## src/sv/pip_pkg.sv

```systemverilog
// Package for the point-in-polygon ray cast block.
// Holds the controller/datapath command and status structs and the op codes.
// No dependencies.
`timescale 1ns / 1ps

package pip_pkg;

   // Width of the distance field on the result channel
   localparam int DIST_OUT_BITS = 33;

   // Input op codes
   localparam logic OP_LOAD   = 1'b0;
   localparam logic OP_VERTEX = 1'b1;

   // Commands from the controller to the datapath
   typedef struct packed {
      logic load_point;   // store test point, clear area state
      logic take_vertex;  // register segment ends, update previous vertex
      logic setup;        // differences and magnitudes
      logic mul_lo;       // low partial product
      logic mul_hi;       // high partial product, accumulate
      logic div_step;     // one restoring division step
      logic finish;       // crossing x
      logic update;       // parity and nearest distance
      logic emit;         // load result register, clear area state
   } dp_cmd_type;

   // Status from the datapath to the controller
   typedef struct packed {
      logic have_prev;    // a previous vertex of the current line exists
      logic skip;         // segment misses the ray (valid in setup)
   } dp_stat_type;

endpackage

```

## src/sv/pip_datapath.sv

```systemverilog
// Datapath of the point-in-polygon block: point and area state, segment
// registers, shared half-width multiplier, restoring divider, result register.
// Depends on pip_pkg.
`timescale 1ns / 1ps

module pip_datapath #(
   parameter int COORD_BITS = 32
) (
   input  logic                                  clock,
   input  logic                                  reset,
   input  pip_pkg::dp_cmd_type                   cmd,
   output pip_pkg::dp_stat_type                  stat,
   input  logic signed [COORD_BITS-1:0]          in_x,
   input  logic signed [COORD_BITS-1:0]          in_y,
   output logic                                  rsp_inside_res,
   output logic [pip_pkg::DIST_OUT_BITS-1:0]     rsp_distance
);

   localparam int CW    = COORD_BITS;
   localparam int YW    = CW + 1;          // adjusted y
   localparam int AW    = CW + 1;          // magnitudes and quotient
   localparam int PW    = 2 * AW;          // product
   localparam int HW    = (AW + 1) / 2;    // multiplier operand slice
   localparam int XW    = CW + 2;          // crossing x
   localparam int DW    = CW + 1;          // nearest distance
   localparam int EXT_W = (DW > pip_pkg::DIST_OUT_BITS) ? DW : pip_pkg::DIST_OUT_BITS;

   // Point and area state
   logic signed [CW-1:0] test_x_ff, test_y_ff, prev_x_ff, prev_y_ff;
   logic                 have_prev_ff, odd_ff;
   logic [DW-1:0]        nearest_ff;

   // Segment registers
   logic signed [CW-1:0] bx_ff, ex_ff;
   logic signed [YW-1:0] by_ff, ey_ff;
   logic [AW-1:0]        ax_ff, at_ff, ad_ff;
   logic                 neg_ff;
   logic [PW-1:0]        prod_ff;
   logic signed [XW-1:0] xi_ff;

   // Result register
   logic                             inside_ff;
   logic [pip_pkg::DIST_OUT_BITS-1:0] dist_out_ff;

   // Move a vertex on the ray one step away from zero; a vertex at zero stays
   function automatic logic signed [YW-1:0] adj_y(input logic signed [CW-1:0] y,
                                                   input logic signed [CW-1:0] ty);
      logic signed [YW-1:0] ye, tye;
      ye  = {y[CW-1], y};
      tye = {ty[CW-1], ty};
      if (y != ty) return ye;
      else if (ty > 0) return tye + YW'(1);
      else if (ty < 0) return tye - YW'(1);
      else return tye;
   endfunction

   // Setup: skip test and magnitudes
   logic signed [YW-1:0] tx_e, ty_e, bx_e, ex_e, dx;
   logic signed [YW:0]   t_w, d_w;
   logic [YW-1:0]        dx_mag;
   logic [YW:0]          t_mag, d_mag;
   logic                 skip;

   always_comb begin
      tx_e   = {test_x_ff[CW-1], test_x_ff};
      ty_e   = {test_y_ff[CW-1], test_y_ff};
      bx_e   = {bx_ff[CW-1], bx_ff};
      ex_e   = {ex_ff[CW-1], ex_ff};
      skip   = (by_ff < ty_e && ey_ff < ty_e) || (by_ff > ty_e && ey_ff > ty_e) ||
               (bx_e < tx_e && ex_e < tx_e) || (by_ff == ty_e && ey_ff == ty_e) ||
               (ey_ff == by_ff);
      dx     = ex_e - bx_e;
      t_w    = {ty_e[YW-1], ty_e} - {by_ff[YW-1], by_ff};
      d_w    = {ey_ff[YW-1], ey_ff} - {by_ff[YW-1], by_ff};
      dx_mag = dx[YW-1] ? -dx : dx;
      t_mag  = t_w[YW] ? -t_w : t_w;
      d_mag  = d_w[YW] ? -d_w : d_w;
   end

   // Shared multiplier: ax times one slice of at
   logic [HW-1:0]    mul_b;
   logic [AW+HW-1:0] mul_p;
   assign mul_b = cmd.mul_lo ? at_ff[HW-1:0] : HW'(at_ff[AW-1:HW]);
   assign mul_p = (AW+HW)'(ax_ff) * (AW+HW)'(mul_b);

   // Restoring division step: remainder in the upper half, quotient shifts in below
   logic [AW-1:0] rem;
   logic [AW+1:0] trial;
   assign rem   = prod_ff[PW-1:AW];
   assign trial = {1'b0, rem, prod_ff[AW-1]} - {2'b00, ad_ff};

   // Crossing x from clamped quotient
   logic [AW-1:0]        q_c;
   logic signed [XW-1:0] bx_x, q_x, xi_in;
   always_comb begin
      q_c   = (prod_ff[AW-1:0] > ax_ff) ? ax_ff : prod_ff[AW-1:0];
      bx_x  = {{2{bx_ff[CW-1]}}, bx_ff};
      q_x   = {1'b0, q_c};
      xi_in = neg_ff ? (bx_x - q_x) : (bx_x + q_x);
   end

   // Update: distance to test x
   logic signed [XW-1:0] tx_x, diff;
   logic [DW-1:0]        cross_dist;
   logic                 right_of;
   logic [EXT_W-1:0]     nearest_ext;
   always_comb begin
      tx_x        = {{2{test_x_ff[CW-1]}}, test_x_ff};
      diff        = xi_ff - tx_x;
      cross_dist  = diff[DW-1:0];
      right_of    = xi_ff > tx_x;
      nearest_ext = EXT_W'(nearest_ff);
   end

   // Point and area state
   always_ff @(posedge clock) begin
      if (reset) begin
         test_x_ff    <= '0;
         test_y_ff    <= '0;
         prev_x_ff    <= '0;
         prev_y_ff    <= '0;
         have_prev_ff <= 1'b0;
         odd_ff       <= 1'b0;
         nearest_ff   <= '1;
      end else begin
         if (cmd.load_point) begin
            test_x_ff    <= in_x;
            test_y_ff    <= in_y;
            have_prev_ff <= 1'b0;
            odd_ff       <= 1'b0;
            nearest_ff   <= '1;
         end
         if (cmd.take_vertex) begin
            prev_x_ff    <= in_x;
            prev_y_ff    <= in_y;
            have_prev_ff <= 1'b1;
         end
         if (cmd.update && right_of) begin
            odd_ff <= ~odd_ff;
            if (cross_dist < nearest_ff) nearest_ff <= cross_dist;
         end
         if (cmd.emit) begin
            have_prev_ff <= 1'b0;
            odd_ff       <= 1'b0;
            nearest_ff   <= '1;
         end
      end
   end

   // Segment arithmetic
   always_ff @(posedge clock) begin
      if (cmd.take_vertex) begin
         bx_ff <= prev_x_ff;
         by_ff <= adj_y(prev_y_ff, test_y_ff);
         ex_ff <= in_x;
         ey_ff <= adj_y(in_y, test_y_ff);
      end
      if (cmd.setup) begin
         ax_ff  <= dx_mag;
         at_ff  <= t_mag[AW-1:0];
         ad_ff  <= d_mag[AW-1:0];
         neg_ff <= dx[YW-1];
      end
      if (cmd.mul_lo) prod_ff <= PW'(mul_p);
      if (cmd.mul_hi) prod_ff <= prod_ff + (PW'(mul_p) << HW);
      if (cmd.div_step) begin
         if (!trial[AW+1]) prod_ff <= {trial[AW-1:0], prod_ff[AW-2:0], 1'b1};
         else prod_ff <= prod_ff << 1;
      end
      if (cmd.finish) xi_ff <= xi_in;
   end

   // Result register
   always_ff @(posedge clock) begin
      if (cmd.emit) begin
         inside_ff   <= odd_ff;
         dist_out_ff <= odd_ff ? nearest_ext[pip_pkg::DIST_OUT_BITS-1:0] : '0;
      end
   end

   assign stat.have_prev = have_prev_ff;
   assign stat.skip      = skip;
   assign rsp_inside_res = inside_ff;
   assign rsp_distance   = dist_out_ff;

endmodule

```

## src/sv/pip_ctrl.sv

```systemverilog
// Controller of the point-in-polygon block: sequences setup, multiply, divide,
// finish and update for each segment reaching the ray and owns the result valid flag.
// Depends on pip_pkg.
`timescale 1ns / 1ps

module pip_ctrl #(
   parameter int COORD_BITS = 32
) (
   input  logic                 clock,
   input  logic                 reset,
   input  logic                 req_valid,
   output logic                 req_ready,
   input  logic                 req_op,
   input  logic                 req_line_start,
   input  logic                 req_area_end,
   output logic                 rsp_valid,
   input  logic                 rsp_ready,
   input  pip_pkg::dp_stat_type stat,
   output pip_pkg::dp_cmd_type  cmd
);

   localparam int STEPS = COORD_BITS + 1;   // quotient bits
   localparam int CNT_W = $clog2(STEPS);

   typedef enum logic [2:0] {
      ST_IDLE, ST_SETUP, ST_MUL_LO, ST_MUL_HI, ST_DIV, ST_FINISH, ST_UPDATE, ST_DONE
   } state_type;

   state_type        state_ff;
   logic [CNT_W-1:0] cnt_ff;
   logic             last_ff, rsp_valid_ff;
   logic             accept, is_vertex, has_seg, out_free;

   assign req_ready = (state_ff == ST_IDLE);
   assign accept    = req_valid && req_ready;
   assign is_vertex = (req_op == pip_pkg::OP_VERTEX);
   assign has_seg   = stat.have_prev && !req_line_start;
   assign out_free  = !rsp_valid_ff || rsp_ready;

   // Datapath commands
   always_comb begin
      cmd             = '0;
      cmd.load_point  = accept && (req_op == pip_pkg::OP_LOAD);
      cmd.take_vertex = accept && is_vertex;
      cmd.setup       = (state_ff == ST_SETUP);
      cmd.mul_lo      = (state_ff == ST_MUL_LO);
      cmd.mul_hi      = (state_ff == ST_MUL_HI);
      cmd.div_step    = (state_ff == ST_DIV);
      cmd.finish      = (state_ff == ST_FINISH);
      cmd.update      = (state_ff == ST_UPDATE);
      cmd.emit        = (state_ff == ST_DONE) && out_free;
   end

   // State, step counter and result valid
   always_ff @(posedge clock) begin
      if (reset) begin
         state_ff     <= ST_IDLE;
         cnt_ff       <= '0;
         last_ff      <= 1'b0;
         rsp_valid_ff <= 1'b0;
      end else begin
         if (cmd.emit) rsp_valid_ff <= 1'b1;
         else if (rsp_ready) rsp_valid_ff <= 1'b0;

         unique case (state_ff)
            ST_IDLE: begin
               if (accept && is_vertex) begin
                  last_ff <= req_area_end;
                  if (has_seg) state_ff <= ST_SETUP;
                  else if (req_area_end) state_ff <= ST_DONE;
               end
            end
            ST_SETUP: begin
               if (stat.skip) state_ff <= last_ff ? ST_DONE : ST_IDLE;
               else state_ff <= ST_MUL_LO;
            end
            ST_MUL_LO: state_ff <= ST_MUL_HI;
            ST_MUL_HI: begin
               cnt_ff   <= CNT_W'(STEPS - 1);
               state_ff <= ST_DIV;
            end
            ST_DIV: begin
               if (cnt_ff == '0) state_ff <= ST_FINISH;
               else cnt_ff <= cnt_ff - CNT_W'(1);
            end
            ST_FINISH: state_ff <= ST_UPDATE;
            ST_UPDATE: state_ff <= last_ff ? ST_DONE : ST_IDLE;
            ST_DONE:   if (out_free) state_ff <= ST_IDLE;
            default:   state_ff <= ST_IDLE;
         endcase
      end
   end

   assign rsp_valid = rsp_valid_ff;

endmodule

```

## src/sv/point_in_polygon_ray_cast.sv

```systemverilog
// Top level of the point-in-polygon ray cast block.
// Joins pip_ctrl and pip_datapath; depends on pip_pkg.
//
//   channel | dir | handshake            | payload
//   req     | in  | req_valid/req_ready  | op, coord_x, coord_y, line_start, area_end
//   rsp     | out | rsp_valid/rsp_ready  | inside_res, distance
//
// A load beat, and a vertex beat without a segment, leave the block idle; such a
// vertex that ends the area passes through the done state. A vertex that closes a
// segment reaching the ray steps through setup, the low and high multiply, the
// one-bit-per-cycle restoring divider, finish and update (then done if it ends the
// area); a segment that misses the ray returns after setup (via done if it ends the
// area). Reset is synchronous and clears the point to 0. A result waits in the output
// register while the next beat is accepted; the block holds only when a further result must be written.
`timescale 1ns / 1ps

module point_in_polygon_ray_cast #(
   parameter int COORD_BITS = 32
) (
   input  logic                                  clock,
   input  logic                                  reset,
   input  logic                                  req_valid,
   output logic                                  req_ready,
   input  logic                                  req_op,
   input  logic signed [COORD_BITS-1:0]          req_coord_x,
   input  logic signed [COORD_BITS-1:0]          req_coord_y,
   input  logic                                  req_line_start,
   input  logic                                  req_area_end,
   output logic                                  rsp_valid,
   input  logic                                  rsp_ready,
   output logic                                  rsp_inside_res,
   output logic [pip_pkg::DIST_OUT_BITS-1:0]     rsp_distance
);

   pip_pkg::dp_cmd_type  cmd;
   pip_pkg::dp_stat_type stat;

   pip_ctrl #(.COORD_BITS(COORD_BITS)) u_ctrl (
      .clock          (clock),
      .reset          (reset),
      .req_valid      (req_valid),
      .req_ready      (req_ready),
      .req_op         (req_op),
      .req_line_start (req_line_start),
      .req_area_end   (req_area_end),
      .rsp_valid      (rsp_valid),
      .rsp_ready      (rsp_ready),
      .stat           (stat),
      .cmd            (cmd)
   );

   pip_datapath #(.COORD_BITS(COORD_BITS)) u_datapath (
      .clock          (clock),
      .reset          (reset),
      .cmd            (cmd),
      .stat           (stat),
      .in_x           (req_coord_x),
      .in_y           (req_coord_y),
      .rsp_inside_res (rsp_inside_res),
      .rsp_distance   (rsp_distance)
   );

   // A result is never written over one that has not been taken
   a_emit_free: assert property (@(posedge clock) disable iff (reset)
      cmd.emit |-> (!rsp_valid || rsp_ready))
      else $error("result overwritten before its beat completed");

   // Outside results carry zero distance
   a_outside_zero: assert property (@(posedge clock) disable iff (reset)
      (rsp_valid && !rsp_inside_res) |-> (rsp_distance == '0))
      else $error("outside result with nonzero distance");

   // At most one sequenced datapath step per cycle
   a_one_step: assert property (@(posedge clock) disable iff (reset)
      $onehot0({cmd.setup, cmd.mul_lo, cmd.mul_hi, cmd.div_step,
                cmd.finish, cmd.update, cmd.emit, cmd.take_vertex}))
      else $error("overlapping datapath commands");

   // No beat is accepted while the division is running
   a_no_accept_busy: assert property (@(posedge clock) disable iff (reset)
      cmd.div_step |=> !(req_valid && req_ready) || !cmd.div_step)
      else $error("beat accepted during division");

endmodule
```

## config.mk

```make
export PLATFORM = sky130hd
export DESIGN_NAME = point_in_polygon_ray_cast
export DESIGN_NICKNAME = d
export VERILOG_FILES = /design/src/sv/pip_pkg.sv /design/src/sv/pip_datapath.sv /design/src/sv/pip_ctrl.sv /design/src/sv/point_in_polygon_ray_cast.sv
export SDC_FILE = /design/constraint.sdc
export NUM_CORES = 2
export LEC_CHECK = 0
export ABC_CLOCK_PERIOD_IN_PS = 11700
export BUFFER_PORTS_ARGS = -buffer_cell sky130_fd_sc_hd__buf_2
export CAP_MARGIN = 20
export CORE_ASPECT_RATIO = 0.6
export CORE_MARGIN = 2
export CORE_UTILIZATION = 57
export CTS_CLUSTER_DIAMETER = 30
export DETAILED_ROUTE_END_ITERATION = 8
export PLACE_DENSITY = 0.79
export SLEW_MARGIN = 0
export SYNTH_ARGS = -nofsm -noshare
export SYNTH_HDL_FRONTEND = slang
export SYNTH_SLANG_ARGS = --single-unit
```

## constraint.sdc

```tcl
create_clock -name clock -period 11.7 [get_ports clock]
set_clock_uncertainty 0.1 [all_clocks]
set_input_delay 3.51 -clock clock [delete_from_list [all_inputs] [get_ports clock]]
set_output_delay 3.51 -clock clock [all_outputs]
set_load 0.005 [all_outputs]
```

Yosys cells after proc, flatten, opt, wreduce, memory -nomap -nowiden
Index checks and enable logic that the tools add are counted.
W data, S select, Z words.
- $mul: 1
- bitwise logic cells: 2
- $lt $le $gt $ge: 11
- reductions and logical operators: 28
- add/sub/neg operators: 14
- mux-type cells: 32
- equal/unequal tests: 17
- operator list (operator ; count):
    $mux W33 ; 10
    $mux W66 ; 4
    $neg A33 Y33 ; 3
    $add A66 B66 Y66 ; 1
    $eq A33 B32 Y1 ; 2
    $gt A33 B32 Y1 ; 2
    $lt A33 B32 Y1 ; 2
    $lt A32 B32 Y1 ; 2
    $ne A32 B32 Y1 ; 2
    $mul A33 B17 Y50 ; 1
    $sub A34 B33 Y35 ; 1
    $add A32 B34 Y34 ; 1
    $gt A34 B32 Y1 ; 1
    $mux W34 ; 1
    $sub A32 B33 Y34 ; 1
    $sub A32 B34 Y34 ; 1
    $sub A33 B33 Y34 ; 1
    $add A32 B2 Y33 const B ; 1
    $eq A33 B33 Y1 ; 1
    $gt A33 B33 Y1 ; 1
    $lt A33 B33 Y1 ; 1
    $sub A32 B2 Y33 const B ; 1
    $sub A32 B32 Y33 ; 1
    $sub A33 B32 Y33 ; 1
    other kinds (27) ; 62
- output and inout bits: 36
- logic and storage cells: 129
- register bits after elaboration: 538

Depth between registers and ports, before layout
- depth in word-level cells: 8
- gate-level depth with buffers: 42
- depth with buffers taken out: 39

By module
Synthesis repeated with hierarchy kept, for this count alone.
- cell total of the unflattened synthesis: 6857
- area, all modules: 60478.0 µm²
- by module, submodules not included (module ; cells each ; area each (µm²) ; sequential area each (µm²) ; times used):
    pip_datapath ; 6768 ; 59756.1 ; 14193.6 ; 1
    pip_ctrl ; 89 ; 721.9 ; 220.2 ; 1

Worst setup path before layout
Ideal clock, no wire load.
- path kind: register to register
- start point: register u_ctrl.state_ff[1]
- end point: register u_datapath.prod_ff[65], data pin
- stages on the path, launching flop included: 41
- path buffers: 3
- data arrival time: 9660 ps
- slack: 1683 ps
- period minus slack after synthesis: 10017 ps
- cell sequence: dfxtp_1 clkbuf_1 inv_1 nor3_1 clkbuf_1 mux2_2 clkbuf_1 and2_1 fa_1 inv_1 fa_1 fa_1 inv_1 fa_1 fa_1 inv_1 fa_1 inv_1 [5 not listed] a21oi_1 o21bai_1 a21o_1 a21o_1 a21oi_1 xnor2_1 ha_1 or2_2 a21oi_1 a21oi_1 a21o_1 o21ai_1 a31oi_1 a211oi_1 o21ai_0 a21oi_1 xnor3_1 a32o_1
- longest elaborated chain between the ends: 6
- elaborated cells on any way between the ends: 8
- ends and longest elaborated chain (item ; line ; source):
    start, declared ; pip_ctrl.sv:29 ; state_type state_ff;
    start signal, assigned ; pip_ctrl.sv:74 ; if (stat.skip) state_ff <= last_ff ? ST_DONE : ST_IDLE;
    start signal, assigned ; pip_ctrl.sv:87 ; ST_UPDATE: state_ff <= last_ff ? ST_DONE : ST_IDLE;
    $eq A3 B2 Y1 ; pip_ctrl.sv:46 ; cmd.mul_lo = (state_ff == ST_MUL_LO);
    $mux W17 ; pip_datapath.sv:83 ; assign mul_b = cmd.mul_lo ? at_ff[HW-1:0] : HW'(at_ff[AW-1:HW]);
    $mul A33 B17 Y50 ; pip_datapath.sv:84 ; assign mul_p = (AW+HW)'(ax_ff) * (AW+HW)'(mul_b);
    $add A66 B66 Y66 ; pip_datapath.sv:165 ; if (cmd.mul_hi) prod_ff <= prod_ff + (PW'(mul_p) << HW);
    $mux W66 ; pip_datapath.sv:165 ;
    $mux W66 * ; pip_datapath.sv:166 ; if (cmd.div_step) begin
    end signal, assigned ; pip_datapath.sv:165 ;
    end signal, assigned ; pip_datapath.sv:167 ; if (!trial[AW+1]) prod_ff <= {trial[AW-1:0], prod_ff[AW-2:0], 1'b1};
    end signal, assigned ; pip_datapath.sv:168 ; else prod_ff <= prod_ff << 1;
    end, declared ; pip_datapath.sv:38 ; logic [PW-1:0] prod_ff;
Every way passes the cells marked *; elsewhere a longest branch is shown, timed or not.
A chain may end at the register's enable or synchronous reset.

Worst setup path in the final report
- start point: register u_ctrl.state_ff[1]
- end point: register u_datapath.prod_ff[64], data pin
The elaborated chain is that of the path after synthesis.

==> flow_summary.yaml <==
outcome:
  run_status: "completed"
synth:
  synthFlopType: "sky130_fd_sc_hd__edfxtp_1"
  synth_cell_types: 106
  synth-seq-area-share: 0.2410
  synth_top_cell_area_share: 0.1827
  synth_nets: 7963
  synth-edff-count: 364
  mappedNetlistArea_um2: 59820
  yosys-top-cells-area: "sky130_fd_sc_hd__edfxtp_1, sky130_fd_sc_hd__fa_1, sky130_fd_sc_hd__ha_1, sky130_fd_sc_hd__dfxtp_1, sky130_fd_sc_hd__inv_1"
  synth_async_sr_flop_share: 0
  yosys.area.top_type: "sky130_fd_sc_hd__edfxtp_1"
  synthesis.yosys.warnings: 0
  number_of_flip_flops_and_latches_in_the_synthesized_netlist: 538
  syn_inst: 6883
  avgSynthCellArea_um2: 8.691
critical_path:
  cp.required_ns: 12.02
  rr_endpoint: "u_datapath.prod_ff[64]$_DFFE_PP_"
  worst-endpoint-arrival_ns: 11.42
  worst_r2r_startpoint: "u_ctrl.state_ff[1]$_SDFFE_PP0P_"
  path_common_cell: "sky130_fd_sc_hd__fa_1"
  worst_r2r_path_depth: 35
  crit_path_max_incr_delay_ns: 0.59
  crit_path_max_fanout: 27
  worstSetupEndpointType: "flip-flop"
  worst_r2r_setup_slack_ns: 0.60
  crit_path_start_kind: "flip-flop"
  crit_type: "reg -> reg"
  cp_slowest_cell: "sky130_fd_sc_hd__mux2i_2"
global_routing:
  grtUsageTotal: 0.3565
  global_route_wire_length_before_repair_um: 298000
  grt_pass1_vias: 50070
  grt_antenna_before_repair: 6
  grt_start_max_net_pins: 78
  residual_overflow_from_global_routing: 0
detailed_routing:
  drc: 0
  detail-route-antenna-nets: 0
  via_count: 52233
  first_pass_iters: 9
  detail_route.iter0.violations: 6384
  totalWireLength_um: 192000
  routed_wire_length_per_instance_um: 23.05
  via_per_inst: 6.272
clocking:
  clock-root-buffer: "sky130_fd_sc_hd__clkbuf_16"
  postCtsSetupRepairBufs: 0
  cts.clk_slew.worst_paths_ns: 0.06
  cts_inserted_buffers: 88
  clockBufferDepth: 3
  tritoncts_num_sinks: 538
  tritoncts: "yes"
  cts_max_level: 3
  clock_latency_ns: 0.71
floorplanning:
  core_region_area_um2: 103400
  design.die.area_um2: 107600
  design.portCount: 107
  num_rows: 91
  die_height_um: 254.9
  floorplan.die.width_um: 422.2
  initial_core_utilization: 0.5786
timing:
  fin_crit_ns: 11.10
  setup_viol: 0
  timing.final.crit_share: 0.9487
  final_hold_viol_count: 0
  relSlewSlack: 0.2281
  tns_ns: 0
  grt_setup_unrepaired: "false"
  fmaxAchievable_ghz: 0.09009
  worst_pin_slew_ns: 1.150
  slew_viol_final: 0
min_path:
  worst_hold_path.endpoint: "u_datapath.bx_ff[4]$_DFFE_PP_"
  min_path_type: "reg -> reg"
  timing.hold.worst_path_depth: 0
  min-delay-start: "u_datapath.prev_x_ff[4]$_SDFFE_PP0P_"
run:
  cap_viol_max_count: 0
place:
  place.gp.congestion: 1.035
  dp.cells: 8159
  hpwlAfterDp_um: 151100
  port-buffer-count: 106
cells_and_area:
  syn_to_final_growth_pct: 8.034
  finish.net_count: 7935
  final-instance-count-excl-fill: 8328
  final_layout_size_suffix_gt1_frac: 0.07359
-- flip-flops by register name, summed over array words and instances, names as in the netlist, 6 cells and up --
register,cells
u_datapath.prod_ff,66
u_datapath.xi_ff,34
u_datapath.ad_ff,33
u_datapath.at_ff,33
u_datapath.ax_ff,33
u_datapath.by_ff,33
u_datapath.ey_ff,33
u_datapath.nearest_ext,33
u_datapath.rsp_distance,33
u_datapath.bx_ff,32
u_datapath.ex_ff,32
u_datapath.prev_x_ff,32
u_datapath.prev_y_ff,32
u_datapath.test_x_ff,32
u_datapath.test_y_ff,32
u_ctrl.cnt_ff,6
-- cell families (layout without fill, tap and decap cells) --
kind of cell               Yosys count  after routing  share of synthesized area
and+or+nand+nor                   2047           2047                     0.1613
AOI/OAI and AO/OA                 1509           1509                     0.1630
buffers and inverters             1206           1253                    0.07603
adders and majority gates         1009           1009                     0.2702
DFF                                538            538                     0.2410
xor gates and xnor gates           457            457                    0.06714
muxes                              117            117                    0.02140
other                                0              3                          0
-- how the worst max path moves through the flow --
| stage | depth (start not counted) | endpoint | start | slack, ns |
|---|---|---|---|---|
| 3_5_place_dp | 37 | u_datapath.prod_ff[65]$_DFFE_PP_ | u_ctrl.state_ff[1]$_SDFFE_PP0P_ | 0.60 |
| 3_3_place_gp | 36 | u_datapath.prod_ff[65]$_DFFE_PP_ | u_ctrl.state_ff[1]$_SDFFE_PP0P_ | 0.91 |
| 2_1_floorplan | 40 | u_datapath.prod_ff[65]$_DFFE_PP_ | u_ctrl.state_ff[1]$_SDFFE_PP0P_ | 1.68 |
| 5_1_grt | 39 | u_datapath.prod_ff[65]$_DFFE_PP_ | u_ctrl.state_ff[1]$_SDFFE_PP0P_ | 0.05 |
| 6_report | 35 | u_datapath.prod_ff[64]$_DFFE_PP_ | u_ctrl.state_ff[1]$_SDFFE_PP0P_ | 0.60 |
| 4_1_cts | 37 | u_datapath.prod_ff[65]$_DFFE_PP_ | u_ctrl.state_ff[1]$_SDFFE_PP0P_ | 0.59 |
-- layout make-up --
| cell class | count | area [µm²] |
|---|---|---|
| flip-flops and latches | 538 | 14410 |
| diodes | 3 | 7.507 |
| clock inverters | 68 | 671.9 |
| inverters | 899 | 3379 |
| multi-input cells | 5139 | 40960 |
| fillers | 8704 | 38760 |
| clock buffers | 97 | 2297 |
| well taps | 1395 | 1745 |
| repair buffers | 189 | 1154 |
-- cell usage in the layout (no fill, tap or decap), types with 64 or more instances in the layout --
cell type                     n
sky130_fd_sc_hd__inv_1      896
sky130_fd_sc_hd__nand2_1    894
sky130_fd_sc_hd__and2_1     182
sky130_fd_sc_hd__mux2_2      83
sky130_fd_sc_hd__edfxtp_1   364
sky130_fd_sc_hd__ha_1       538
sky130_fd_sc_hd__buf_2      106
sky130_fd_sc_hd__a21oi_1    488
sky130_fd_sc_hd__xnor2_1    253
sky130_fd_sc_hd__nand4_1     64
sky130_fd_sc_hd__o21ai_0    210
sky130_fd_sc_hd__dfxtp_1    174
sky130_fd_sc_hd__clkbuf_16   89
sky130_fd_sc_hd__xor2_1     203
sky130_fd_sc_hd__o21a_1      88
sky130_fd_sc_hd__and3_1      64
sky130_fd_sc_hd__buf_4       81
sky130_fd_sc_hd__a211oi_1    77
sky130_fd_sc_hd__nor2_1     315
sky130_fd_sc_hd__nand3_1    107
sky130_fd_sc_hd__a21o_1     193
sky130_fd_sc_hd__fa_1       471
sky130_fd_sc_hd__nor3_1     138
-- Yosys cell counts, drive strengths merged (15+ instances only) --
master	count
mux2	87
nand3	108
nand2	895
a21boi	15
and3	64
ha	538
o21bai	37
inv	898
o31ai	39
nand4	64
o21a	88
nor4	48
nor3	139
a31oi	59
o21ai	263
or4	19
mux2i	30
o211ai	27
o22ai	22
a22o	17
buf	25
or3	35
a21oi	492
and2	184
xnor2	253
a211oi	79
nor2	320
clkbuf	282
nand2b	49
fa	471
a41oi	17
xor2	203
a211o	16
a21o	193
or2	21
edfxtp	364
dfxtp	174
nor2b	45
-- worst max-delay path: cells and delay by family, from the launching register on --
family | cells | cell delay (ns)
adders and majority gates | 8 | 4.03
AOI/OAI and AO/OA | 11 | 2.65
buffers and inverters | 7 | 1.37
and+or+nand+nor | 7 | 1.33
muxes | 1 | 0.59
DFF | 1 | 0.51
xor gates and xnor gates | 1 | 0.17
-- routing by layer --
layer / vias up / track usage / wire, µm
li1: 23438 / - / -
met1: 25257 / 0.5283 / 83310
met2: 3150 / 0.4929 / 76420
met3: 384 / 0.1257 / 27720
met4: 4 / 0.08347 / 4506
met5: - / 0 / 27
-- stage by stage --
step / area [µm²] / hold WS [ns] / setup WS (ns) / utilization
after floorplan: 59820 / 0.3081 / 1.683 / -
after global placement: 61600 / 0.3104 / 0.9083 / 0.5958
after detailed placement: 61610 / 0.3146 / 0.6012 / 0.5959
after CTS: 64580 / 0.3300 / 0.5869 / 0.6246
after global routing: 64620 / 0.3393 / 0.04930 / 0.6251
final: 64630 / 0.3308 / 0.6005 / 0.6251
-- timing repair --
item                                    4_1_cts  5_1_grt
hold buffers                                  0        0
endpoints found under the setup margin        0        6
gates resized for setup                       0        9
Power is left out: the tool's default activity adds up to more than one toggle a clock period on the data nets, which glitch-free logic cannot reach.
